$ cat src/dq_pkg.sv
package dq_pkg;

    localparam int DEPTH = 16;
    localparam int WIDTH = 32;
    localparam int PTR_W = $clog2(DEPTH);
    localparam int CNT_W = $clog2(DEPTH + 1);

    localparam logic [2:0] MODE_PUSH_BACK  = 3'd0;
    localparam logic [2:0] MODE_PUSH_FRONT = 3'd1;
    localparam logic [2:0] MODE_POP_BACK   = 3'd2;
    localparam logic [2:0] MODE_POP_FRONT  = 3'd3;
    localparam logic [2:0] MODE_PEEK_FRONT = 3'd4;
    localparam logic [2:0] MODE_PEEK_BACK  = 3'd5;

    localparam logic [1:0] ST_OK    = 2'd0;
    localparam logic [1:0] ST_FULL  = 2'd1;
    localparam logic [1:0] ST_EMPTY = 2'd2;

    typedef struct packed {
        logic             mem_we;
        logic             mem_re;
        logic [PTR_W-1:0] addr;
        logic [PTR_W-1:0] head;
        logic [PTR_W-1:0] tail;
        logic [CNT_W-1:0] count;
        logic [1:0]       status;
        logic             full;
        logic             empty;
    } t_op;

endpackage

$ cat src/dq_step.sv
module dq_step (
    input  logic [2:0]               i_mode,
    input  logic [dq_pkg::PTR_W-1:0] i_head,
    input  logic [dq_pkg::PTR_W-1:0] i_tail,
    input  logic [dq_pkg::CNT_W-1:0] i_count,
    input  logic [dq_pkg::CNT_W-1:0] i_cap,
    output dq_pkg::t_op              o_op
);
    import dq_pkg::*;

    logic             full;
    logic             empty;
    logic [PTR_W-1:0] head_next;
    logic [PTR_W-1:0] head_prev;
    logic [PTR_W-1:0] tail_next;
    logic [PTR_W-1:0] tail_prev;
    logic [CNT_W-1:0] head_inc;
    logic [CNT_W-1:0] tail_inc;
    logic [CNT_W-1:0] cap_m1;

    assign full  = (i_count >= i_cap);
    assign empty = (i_count == '0);

    // wrap at the configured capacity, not at the store depth
    assign cap_m1    = i_cap - CNT_W'(1);
    assign head_inc  = CNT_W'(i_head) + CNT_W'(1);
    assign tail_inc  = CNT_W'(i_tail) + CNT_W'(1);
    assign head_next = (head_inc >= i_cap) ? '0 : head_inc[PTR_W-1:0];
    assign tail_next = (tail_inc >= i_cap) ? '0 : tail_inc[PTR_W-1:0];
    assign head_prev = (i_head == '0) ? cap_m1[PTR_W-1:0] : i_head - PTR_W'(1);
    assign tail_prev = (i_tail == '0) ? cap_m1[PTR_W-1:0] : i_tail - PTR_W'(1);

    always_comb begin
        o_op        = '0;
        o_op.head   = i_head;
        o_op.tail   = i_tail;
        o_op.count  = i_count;
        o_op.status = ST_OK;
        unique case (i_mode)
            MODE_PUSH_BACK: begin
                if (full) begin
                    o_op.status = ST_FULL;
                end else begin
                    o_op.mem_we = 1'b1;
                    o_op.addr   = i_tail;
                    o_op.tail   = tail_next;
                    o_op.count  = i_count + CNT_W'(1);
                end
            end
            MODE_PUSH_FRONT: begin
                if (full) begin
                    o_op.status = ST_FULL;
                end else begin
                    o_op.mem_we = 1'b1;
                    o_op.addr   = head_prev;
                    o_op.head   = head_prev;
                    o_op.count  = i_count + CNT_W'(1);
                end
            end
            MODE_POP_BACK: begin
                if (empty) begin
                    o_op.status = ST_EMPTY;
                end else begin
                    o_op.mem_re = 1'b1;
                    o_op.addr   = tail_prev;
                    o_op.tail   = tail_prev;
                    o_op.count  = i_count - CNT_W'(1);
                end
            end
            MODE_POP_FRONT: begin
                if (empty) begin
                    o_op.status = ST_EMPTY;
                end else begin
                    o_op.mem_re = 1'b1;
                    o_op.addr   = i_head;
                    o_op.head   = head_next;
                    o_op.count  = i_count - CNT_W'(1);
                end
            end
            MODE_PEEK_FRONT: begin
                if (empty) begin
                    o_op.status = ST_EMPTY;
                end else begin
                    o_op.mem_re = 1'b1;
                    o_op.addr   = i_head;
                end
            end
            MODE_PEEK_BACK: begin
                if (empty) begin
                    o_op.status = ST_EMPTY;
                end else begin
                    o_op.mem_re = 1'b1;
                    o_op.addr   = tail_prev;
                end
            end
            default: begin
                // unused codes: no operation, flags only
            end
        endcase
        o_op.full  = (o_op.count >= i_cap);
        o_op.empty = (o_op.count == '0);
    end

endmodule

$ cat src/double_ended_ring_queue.sv
// A result word passes the stage-one registers, then the output registers.
// Throughput: one word per cycle while o_in_stall is low; the single-port slot
// memory is accessed once per word; pointers and count update on acceptance.
// Reset (synchronous, active low): head, tail and count clear, capacity
// returns to 16, pipeline empties; slot contents are not cleared.
module double_ended_ring_queue (
    input  logic                      i_clk,
    input  logic                      i_rst_n,
    input  logic                      i_cfg_we,
    input  logic [4:0]                i_cfg_data,
    input  logic                      i_in_valid,
    output logic                      o_in_stall,
    input  logic [2:0]                i_mode,
    input  logic signed [31:0]        i_data_in,
    output logic                      o_out_valid,
    input  logic                      i_out_stall,
    output logic signed [31:0]        o_data_out,
    output logic [1:0]                o_status,
    output logic [4:0]                o_occupancy,
    output logic                      o_is_full,
    output logic                      o_is_empty
);
    import dq_pkg::*;

    logic [WIDTH-1:0] mem [DEPTH];
    logic [WIDTH-1:0] r_rd_data;

    logic [PTR_W-1:0] r_head;
    logic [PTR_W-1:0] r_tail;
    logic [CNT_W-1:0] r_count;
    logic [CNT_W-1:0] r_cap;
    logic [CNT_W-1:0] n_cap;

    logic             r_s1_valid;
    logic             r_s1_rd;
    logic [1:0]       r_s1_status;
    logic [CNT_W-1:0] r_s1_count;
    logic             r_s1_full;
    logic             r_s1_empty;
    logic             r_out_valid;

    t_op  op;
    logic in_acc;
    logic out_move;

    dq_step u_step (
        .i_mode  (i_mode),
        .i_head  (r_head),
        .i_tail  (r_tail),
        .i_count (r_count),
        .i_cap   (r_cap),
        .o_op    (op)
    );

    assign out_move   = !r_out_valid || !i_out_stall;
    assign o_in_stall = r_s1_valid && !out_move;
    assign in_acc     = i_in_valid && !o_in_stall;
    assign o_out_valid = r_out_valid;

    // clamp capacity into 1..DEPTH
    always_comb begin
        n_cap = i_cfg_data;
        if (i_cfg_data == '0) begin
            n_cap = CNT_W'(1);
        end else if (i_cfg_data > CNT_W'(DEPTH)) begin
            n_cap = CNT_W'(DEPTH);
        end
    end

    always_ff @(posedge i_clk) begin
        if (!i_rst_n) begin
            r_head      <= '0;
            r_tail      <= '0;
            r_count     <= '0;
            r_cap       <= CNT_W'(DEPTH);
            r_s1_valid  <= 1'b0;
            r_out_valid <= 1'b0;
        end else begin
            if (i_cfg_we) begin
                r_cap   <= n_cap;
                r_head  <= '0;
                r_tail  <= '0;
                r_count <= '0;
            end else if (in_acc) begin
                r_head  <= op.head;
                r_tail  <= op.tail;
                r_count <= op.count;
            end
            r_s1_valid <= in_acc || (r_s1_valid && !out_move);
            if (out_move) begin
                r_out_valid <= r_s1_valid;
            end
        end
    end

    // slot memory: one access per word, read data registered
    always_ff @(posedge i_clk) begin
        if (in_acc && op.mem_we) begin
            mem[op.addr] <= i_data_in;
        end
        if (in_acc && op.mem_re) begin
            r_rd_data <= mem[op.addr];
        end
    end

    always_ff @(posedge i_clk) begin
        if (in_acc) begin
            r_s1_rd     <= op.mem_re;
            r_s1_status <= op.status;
            r_s1_count  <= op.count;
            r_s1_full   <= op.full;
            r_s1_empty  <= op.empty;
        end
        if (out_move && r_s1_valid) begin
            o_data_out  <= r_s1_rd ? r_rd_data : '0;
            o_status    <= r_s1_status;
            o_occupancy <= r_s1_count;
            o_is_full   <= r_s1_full;
            o_is_empty  <= r_s1_empty;
        end
    end

`ifndef ASSERT_OFF
    a_count_le_cap: assert property (@(posedge i_clk) disable iff (!i_rst_n)
        r_count <= r_cap)
        else $error("entry count above capacity");

    a_ptr_in_ring: assert property (@(posedge i_clk) disable iff (!i_rst_n)
        (CNT_W'(r_head) < r_cap) && (CNT_W'(r_tail) < r_cap))
        else $error("pointer outside ring");

    a_empty_ptrs: assert property (@(posedge i_clk) disable iff (!i_rst_n)
        (r_count == '0) |-> (r_head == r_tail))
        else $error("empty queue with split pointers");

    a_reject_zero: assert property (@(posedge i_clk) disable iff (!i_rst_n)
        (o_out_valid && o_status != ST_OK) |-> (o_data_out == '0))
        else $error("rejected word carries data");

    a_accept_fills: assert property (@(posedge i_clk) disable iff (!i_rst_n)
        in_acc |=> r_s1_valid)
        else $error("accepted word lost");
`endif

endmodule

$ cat config.mk
export PLATFORM = sky130hd
export DESIGN_NAME = double_ended_ring_queue
export DESIGN_NICKNAME = d
export VERILOG_FILES = /design/src/dq_pkg.sv /design/src/dq_step.sv /design/src/double_ended_ring_queue.sv
export SDC_FILE = /design/constraint.sdc
export NUM_CORES = 1
export LEC_CHECK = 0
export BUFFER_PORTS_ARGS = -buffer_cell sky130_fd_sc_hd__buf_2
export CAP_MARGIN = 20
export CORE_MARGIN = 1
export CORE_UTILIZATION = 46
export CTS_BUF_LIST = sky130_fd_sc_hd__clkbuf_4
export CTS_CLUSTER_DIAMETER = 30
export DETAILED_ROUTE_END_ITERATION = 6
export SYNTH_ARGS = -nofsm -noshare
export SYNTH_HDL_FRONTEND = slang
export SYNTH_SLANG_ARGS = --single-unit
$ cat constraint.sdc
create_clock -name i_clk -period 4.2 [get_ports i_clk]
set_clock_uncertainty 0.15 [all_clocks]
set_input_delay 0.42 -clock i_clk [delete_from_list [all_inputs] [get_ports i_clk]]
set_output_delay 0.42 -clock i_clk [all_outputs]
set_load 0.005 [all_outputs]
==> results.toml, run 1 <==
[outcome]
outcome = "finished clean"

[pwr]
ir_drop_uv = 270.8
clockPowerShare = 0.399
combPwrFrac = 0.063
p_leak_nw = 9.738
p_sw_frac = 0.2280
power.total_mw = 12.68
p_int_mw = 9.787
seq_power_share = 0.538
p_switching_mw = 2.890
powerDensity_mw_per_mm2 = 439.0

[setup_path]
critPathKind = "register to register"
critical-path-max-stage-delay_ps = 620
cp-start-kind = "register"
arrival_ps = 4530
cp_slowest_cell = "a311oi_2"
cp_max_fo = 38
cp_data_required_time_ps = 4750
cp_top_family = "compound AO/OA/AOI/OAI gates"
cp_cell_sequence = "ha_1 > a21oi_1 > o21ai_1 > a311oi_2 > a221o_4 > buf_4 > mux2i_1 > o22ai_1 > or4_1"
worst-path-buf-inv = 1
crit_path_end_kind = "register"

[clocking]
cts_setup_buffers = 0
ctsResizeCount = 0
cts_num_sinks = 615
cts_tree = "yes"
htree_levels = 4
insertion_delay_ps = 980
numCtsBuffers = 162
cts_hold_buf = 54
root_buffer = "clkbuf_4"
clk_path_buf_depth = 3
clk_pin_slew_ps = 70

[place]
place_inst = 2208
hpwl_mm = 32.54
gpl.final_weighted_congestion = 0.8549
io_buffers = 87

[sta]
fin_crit_sh = 0.9492
max-slew-margin-rel = 0.4535
max_freq_ghz = 0.2508
hold_slack_ps = 159.4
worst_pin_slew_ps = 819.7
rsz0062_at_grt = "no"
hold_viol = 0
setup_viol = 0
min_period_ps = 3987
finalMaxSlewViolations = 0

[floorplan]
rows = 84
coreArea_mm2 = 0.05255
start_util = 0.4664
top_level_ports = 88
design.die.area_mm2 = 0.05420
die_y_um = 232.8
die_x_um = 232.8

[yosys]
synth_cells = 1427
ys_seq_elements = 615
synth_common_cells = "595 x edfxtp_1, 263 x mux2i_1, 129 x o22ai_1"
synth.area.mux_share = 0.1083
ys_seq_area_frac = 0.7454
synth_xor_area_frac = 0.003216
ys_async_sr_fraction = 0
yosysWarnings = 0
synth_ff_type = "edfxtp_1"
synth_top_family_by_area = "multiplexers"
postSynthAreaPerCell_um2 = 17.17
syn_nets = 1499
synth-simple-area-share = 0.04590
synth_most_common_cell = "edfxtp_1"
synth.distinct_cells = 65
syn_area_mm2 = 0.02451
yosysTopAreaCellShare = 0.7291
synthAdderAreaFrac = 0.01378
synth-edff-count = 595
synth_area_leaders = "edfxtp_1 73%, mux2i_1 11%, o22ai_1 3.3%"
synth_top_area_cell = "edfxtp_1"
synth_compound_area_frac = 0.06167

[finish]
nNetsFinal = 1811
final_cells = 2553
final_util = 0.5495
nFillCells = 4266
drive_above_1_share = 0.2423
area_delta_synth_final_pct = 17.84

[routing]
post-route-drc-count = 0
firstDrtPassIters = 5
vias = 14040
drtIter0Drc = 1195
routed_wl_mm = 57.05
viasPerCell = 5.499
antenna_left = 0
post_drt_wl_per_cell_um = 22.34

[global_route]
grt_pass1_vias = 14110
grt_pass1_wl_mm = 85.37
overflow = 0
grt_start_max_net_pins = 49
antenna_found_initial = 4
grt_usage = 0.2170

[run]
max-cap-violations = 0

[hold_path]
hold_class = "input pin to register"
-- power by group through the flow --
stage,sequential [mW],clock [mW],combinational [mW]
floorplan,6.95,0,0.460
global placement,6.95,0,0.744
detailed placement,6.95,0,0.755
CTS,6.82,5.22,0.798
global route,6.82,5.54,0.857
finish,6.82,5.06,0.793
-- logic make-up (layout without fill, tap and decap cells) --
logic type	count (synthesis)	after routing
AND/OR/NAND/NOR	189	189
multiplexers	265	265
buffers and inverters	91	525
other	0	4
AO/OA/AOI/OAI	231	231
flip-flops	615	615
adder cells (fa/ha/maj)	27	27
XOR/XNOR	9	9
-- metal layers --
metal / vias to the layer above / track usage / wire length (um)
li1: 6478 / - / -
met1: 7023 / 0.2778 / 24230
met2: 435 / 0.3551 / 28230
met3: 102 / 0.05809 / 3353
met4: 2 / 0.07659 / 1222
met5: - / 0 / 11
-- layout make-up --
cell class	count	area, um^2	area share
multi-input combinational	721	5879	0.2036
timing repair buffer	220	1757	0.06083
clock buffer	231	1734	0.06005
inverter	19	71.32	0.002470
tap	688	860.8	0.02981
clock inverter	55	299.0	0.01035
antenna	4	10.01	0.0003466
sequential	615	18270	0.6326
-- per-stage QoR --
| stage | cell area [um^2] | setup TNS (ps) | setup slack (ps) |
|---|---|---|---|
| after floorplan | 24530 | -87750 | -342.8 |
| after global placement | 26280 | 0 | 280.3 |
| after detailed placement | 26280 | 0 | 127.3 |
| after CTS | 28850 | 0 | 103.4 |
| after global routing | 28880 | 0 | 8.987 |
| final | 28880 | 0 | 213.3 |
-- state kept, by name (all words and copies together), names as in the netlist, 4 cells and up --
name         flops
r_cap            5
o_occupancy      5
mem            512
r_count          5
r_s1_count       5
o_data_out      32
r_tail           4
r_head           4
r_rd_data       32
-- worst register-to-register path: cells and delay by family, from the launching register on --
family / cells / cell delay (ps)
DFF: 1 / 540
buffers and inverters: 1 / 590
muxes: 1 / 300
adders and majority gates: 1 / 310
and+or+nand+nor: 1 / 430
AOI/OAI and AO/OA: 5 / 1380
-- worst paths after layout --
path            startpoint        endpoint  slack, ps  depth (start not counted)
max             r_count[2]   r_rd_data[19]        210                          9
min                i_rst_n        r_cap[3]        160                          3
max reg2reg     r_count[2]   r_rd_data[19]        210                          9
min reg2reg  r_s1_count[2]  o_occupancy[2]        260                          0
-- placed cells by master (no fill, tap or decap), drive strengths merged, types with 13 or more instances in the layout --
| cell | netlist | layout |
|---|---|---|
| edfxtp | 595 | 595 |
| mux2i | 263 | 263 |
| clkbuf | 26 | 231 |
| buf | 46 | 166 |
| o22ai | 129 | 129 |
| dlygate4sd3 | 0 | 54 |
| clkinv | 0 | 45 |
| and2 | 37 | 37 |
| nor2 | 33 | 33 |
| or4 | 32 | 32 |
| ha | 27 | 27 |
| o21ai | 26 | 26 |
| inv | 19 | 23 |
| nand2 | 20 | 20 |
| dfxtp | 20 | 20 |
| a21oi | 18 | 18 |
| nand2b | 13 | 13 |
(Power assumes the default switching activity.)
==> run 2: changes to the inputs <==
--- a/config.mk
+++ b/config.mk
@@ -12,6 +12,8 @@
 export CTS_BUF_LIST = sky130_fd_sc_hd__clkbuf_4
 export CTS_CLUSTER_DIAMETER = 30
 export DETAILED_ROUTE_END_ITERATION = 6
+export REMOVE_ABC_BUFFERS = 1
 export SYNTH_ARGS = -nofsm -noshare
 export SYNTH_HDL_FRONTEND = slang
+export SYNTH_HIERARCHICAL = 1
 export SYNTH_SLANG_ARGS = --single-unit
==> run 2 against run 1 <==
Worst setup slack better by 130 ps. Fmax grew 3.3%. Synthesized cell count decreased by 12%. Power up 1.0%. Cell area down 0.35%. Final cell count fell by 8.2%. Clock-buffer cell count fell by 13. Register-to-register slack gained 130 ps. Highest routed layer is now met4.
==> results.toml, run 2 <==
[finish]
final_util = 0.5564
largestRegisters = "mem (512), o_data_out (32), r_rd_data (32)"
largest_reg_flops = 512
largest_register = "mem"
nNetsFinal = 1618
drive_above_1_share = 0.3293
final_cell_mix = "595 x edfxtp_1, 218 x clkbuf_4, 128 x mux4_2"
area_delta_synth_final_pct = 18.65
mostFrequentLayoutCell = "edfxtp_1"

[floorplan]
rows = 83
design.die.area_mm2 = 0.05365
top_level_ports = 88
coreArea_mm2 = 0.05172
die_y_um = 231.6
start_util = 0.4690
die_x_um = 231.6

[clocking]
insertion_delay_ps = 1010
cts_tree = "yes"
clk_pin_slew_ps = 60
cts_num_sinks = 615
numCtsBuffers = 159
clk_path_buf_depth = 3
ctsResizeCount = 0
htree_levels = 4
root_buffer = "clkbuf_4"

[setup_path]
cp-start-kind = "register"
r2r_start = "r_count[0]"
critPathKind = "register to register"
crit_path_end_kind = "register"
worstRegToRegCells = 11
r2r_slack_ps = 340
cp_max_fo = 26
r2r-end = "mem[11][15]"
arrival_ps = 4360
cp_data_required_time_ps = 4710

[sta]
setup_viol = 0
min_period_ps = 3858
rsz0062_at_grt = "no"
fin_crit_sh = 0.9185
hold_viol = 0
worst_pin_slew_ps = 994.1
hold_slack_ps = 97.14
fin_ws_ps = 342.4
max_freq_ghz = 0.2592
tns_ps = 0
max-slew-margin-rel = 0.3358
finalMaxSlewViolations = 0

[global_route]
grt_start_max_net_pins = 53
overflow = 0
grt_pass1_vias = 13600
antenna_found_initial = 2
grt_usage = 0.2182
grt_pass1_wl_mm = 83.82

[pwr]
p_switching_mw = 2.801
p_sw_frac = 0.2187
clockPowerShare = 0.410
seq_power_share = 0.532
p_int_mw = 10.01
powerDensity_mw_per_mm2 = 445.0
combPwrFrac = 0.058
ir_drop_uv = 238.0
p_leak_nw = 9.532

[yosys]
synth_most_common_cell = "edfxtp_1"
ys_seq_elements = 615
synth-edff-count = 595
synth_area_leaders = "edfxtp_1 74%, mux4_2 12%, a22oi_1 2.1%"
synth_top_area_cell = "edfxtp_1"
yosysWarnings = 6
synth.distinct_cells = 54
ys_async_sr_fraction = 0
ys_seq_area_frac = 0.7532
yosysTopAreaCellShare = 0.7367
synth_cells = 1249
syn_area_mm2 = 0.02425
synth_common_cells = "595 x edfxtp_1, 128 x mux4_2, 69 x a22oi_1"
synth_ff_type = "edfxtp_1"
postSynthAreaPerCell_um2 = 19.42

[place]
dp_slack_ps = 387.2
io_buffers = 87
hpwl_mm = 30.30
gpl.final_weighted_congestion = 0.9012

[routing]
viasPerCell = 5.691
drtIter0Drc = 1248
firstDrtPassIters = 5
post-route-drc-count = 0
vias = 13330
routed_wl_mm = 56.43
post_drt_wl_per_cell_um = 24.08
antenna_left = 0

[hold_path]
hold_class = "input pin to register"
hold_depth = 3
holdPathEnd = "r_tail[1]"
min_from = "i_cfg_we"

[outcome]
outcome = "finished clean"

[run]
max-cap-violations = 0
## run 2: changes by cell type in the layout (fill, tap and decap cells not counted), sizes merged, moves of 11 or more
| cell | before | now |
|---|---|---|
| a21oi | 18 | 31 |
| a22oi | 1 | 69 |
| buf | 166 | 148 |
| clkbuf | 231 | 218 |
| mux2i | 263 | 4 |
| mux4 | 0 | 128 |
| nand2 | 20 | 49 |
| nand3 | 10 | 24 |
| o21ai | 26 | 37 |
| o22ai | 129 | 3 |
| or4 | 32 | 0 |
## run 2: cell type report
type | instances | area (um^2)
antenna | 5 | 12.51
multi-input combinational | 541 | 5685
sequential | 615 | 18270
clock buffer | 218 | 1637
timing repair buffer | 203 | 1777
tap | 680 | 850.8
fill | 4091 | 22940
inverter | 26 | 97.59
clock inverter | 55 | 450.4
## run 2: stage by stage
stage | instances | area (um^2) | total power, mW
after floorplan | 1182 | 23920 | 7.477
after global routing | 2342 | 28780 | 13.33
after detailed placement | 2010 | 26130 | 7.648
after global placement | 2009 | 26100 | 7.631
final | 2343 | 28780 | 12.81
after CTS | 2338 | 28770 | 12.98
## run 2: what timing repair did
item                       in CTS  in global routing
hold endpoints to repair      582                  0
hold buffers                   55                  0
setup endpoints to repair       0                  0
buffers inserted                0                  0
## run 2: worst max-delay path by stage
stage	from	end	cells after the start
2_1_floorplan	r_count[2]	mem[1][0]	7
3_3_place_gp	r_count[0]	r_rd_data[6]	12
3_5_place_dp	r_count[0]	r_rd_data[25]	12
4_1_cts	r_count[0]	mem[11][15]	11
5_1_grt	r_count[2]	r_rd_data[18]	11
6_report	r_count[0]	mem[11][15]	11
## run 2: kinds of logic (layout without fill, tap and decap cells)
kind of cell	count (synthesis)	after routing	synth area share
XOR/XNOR	9	9	0.003560
multiplexers	132	132	0.1205
flip-flops	615	615	0.7532
adder cells (fa/ha/maj)	27	27	0.01393
buffers and inverters	93	502	0.01785
AO/OA/AOI/OAI	174	174	0.04741
AND/OR/NAND/NOR	199	199	0.04359
other	0	5	0
## run 2: routing by layer
layer	wire length, um	global-route usage
met5	0	0
met4	1081	0.08265
met3	3127	0.05290
met2	27460	0.3412
met1	24760	0.2976
## run 2: critical path: stages (launching register included)
cell and delay (ps):
dfxtp_1 450, inv_1 140, ha_1 310, nor2b_1 200, o21a_1 180, o211ai_1 240, buf_4 260, o21ai_4 460
buf_12 290, nand2_1 190, nor3_2 330, buf_12 290
## run 2: power groups by stage
stage	combinational (mW)	clock, mW	sequential [mW]
floorplan	0.529	0	6.95
global placement	0.687	0	6.94
detailed placement	0.704	0	6.94
CTS	0.746	5.42	6.81
global route	0.800	5.72	6.81
finish	0.739	5.26	6.81
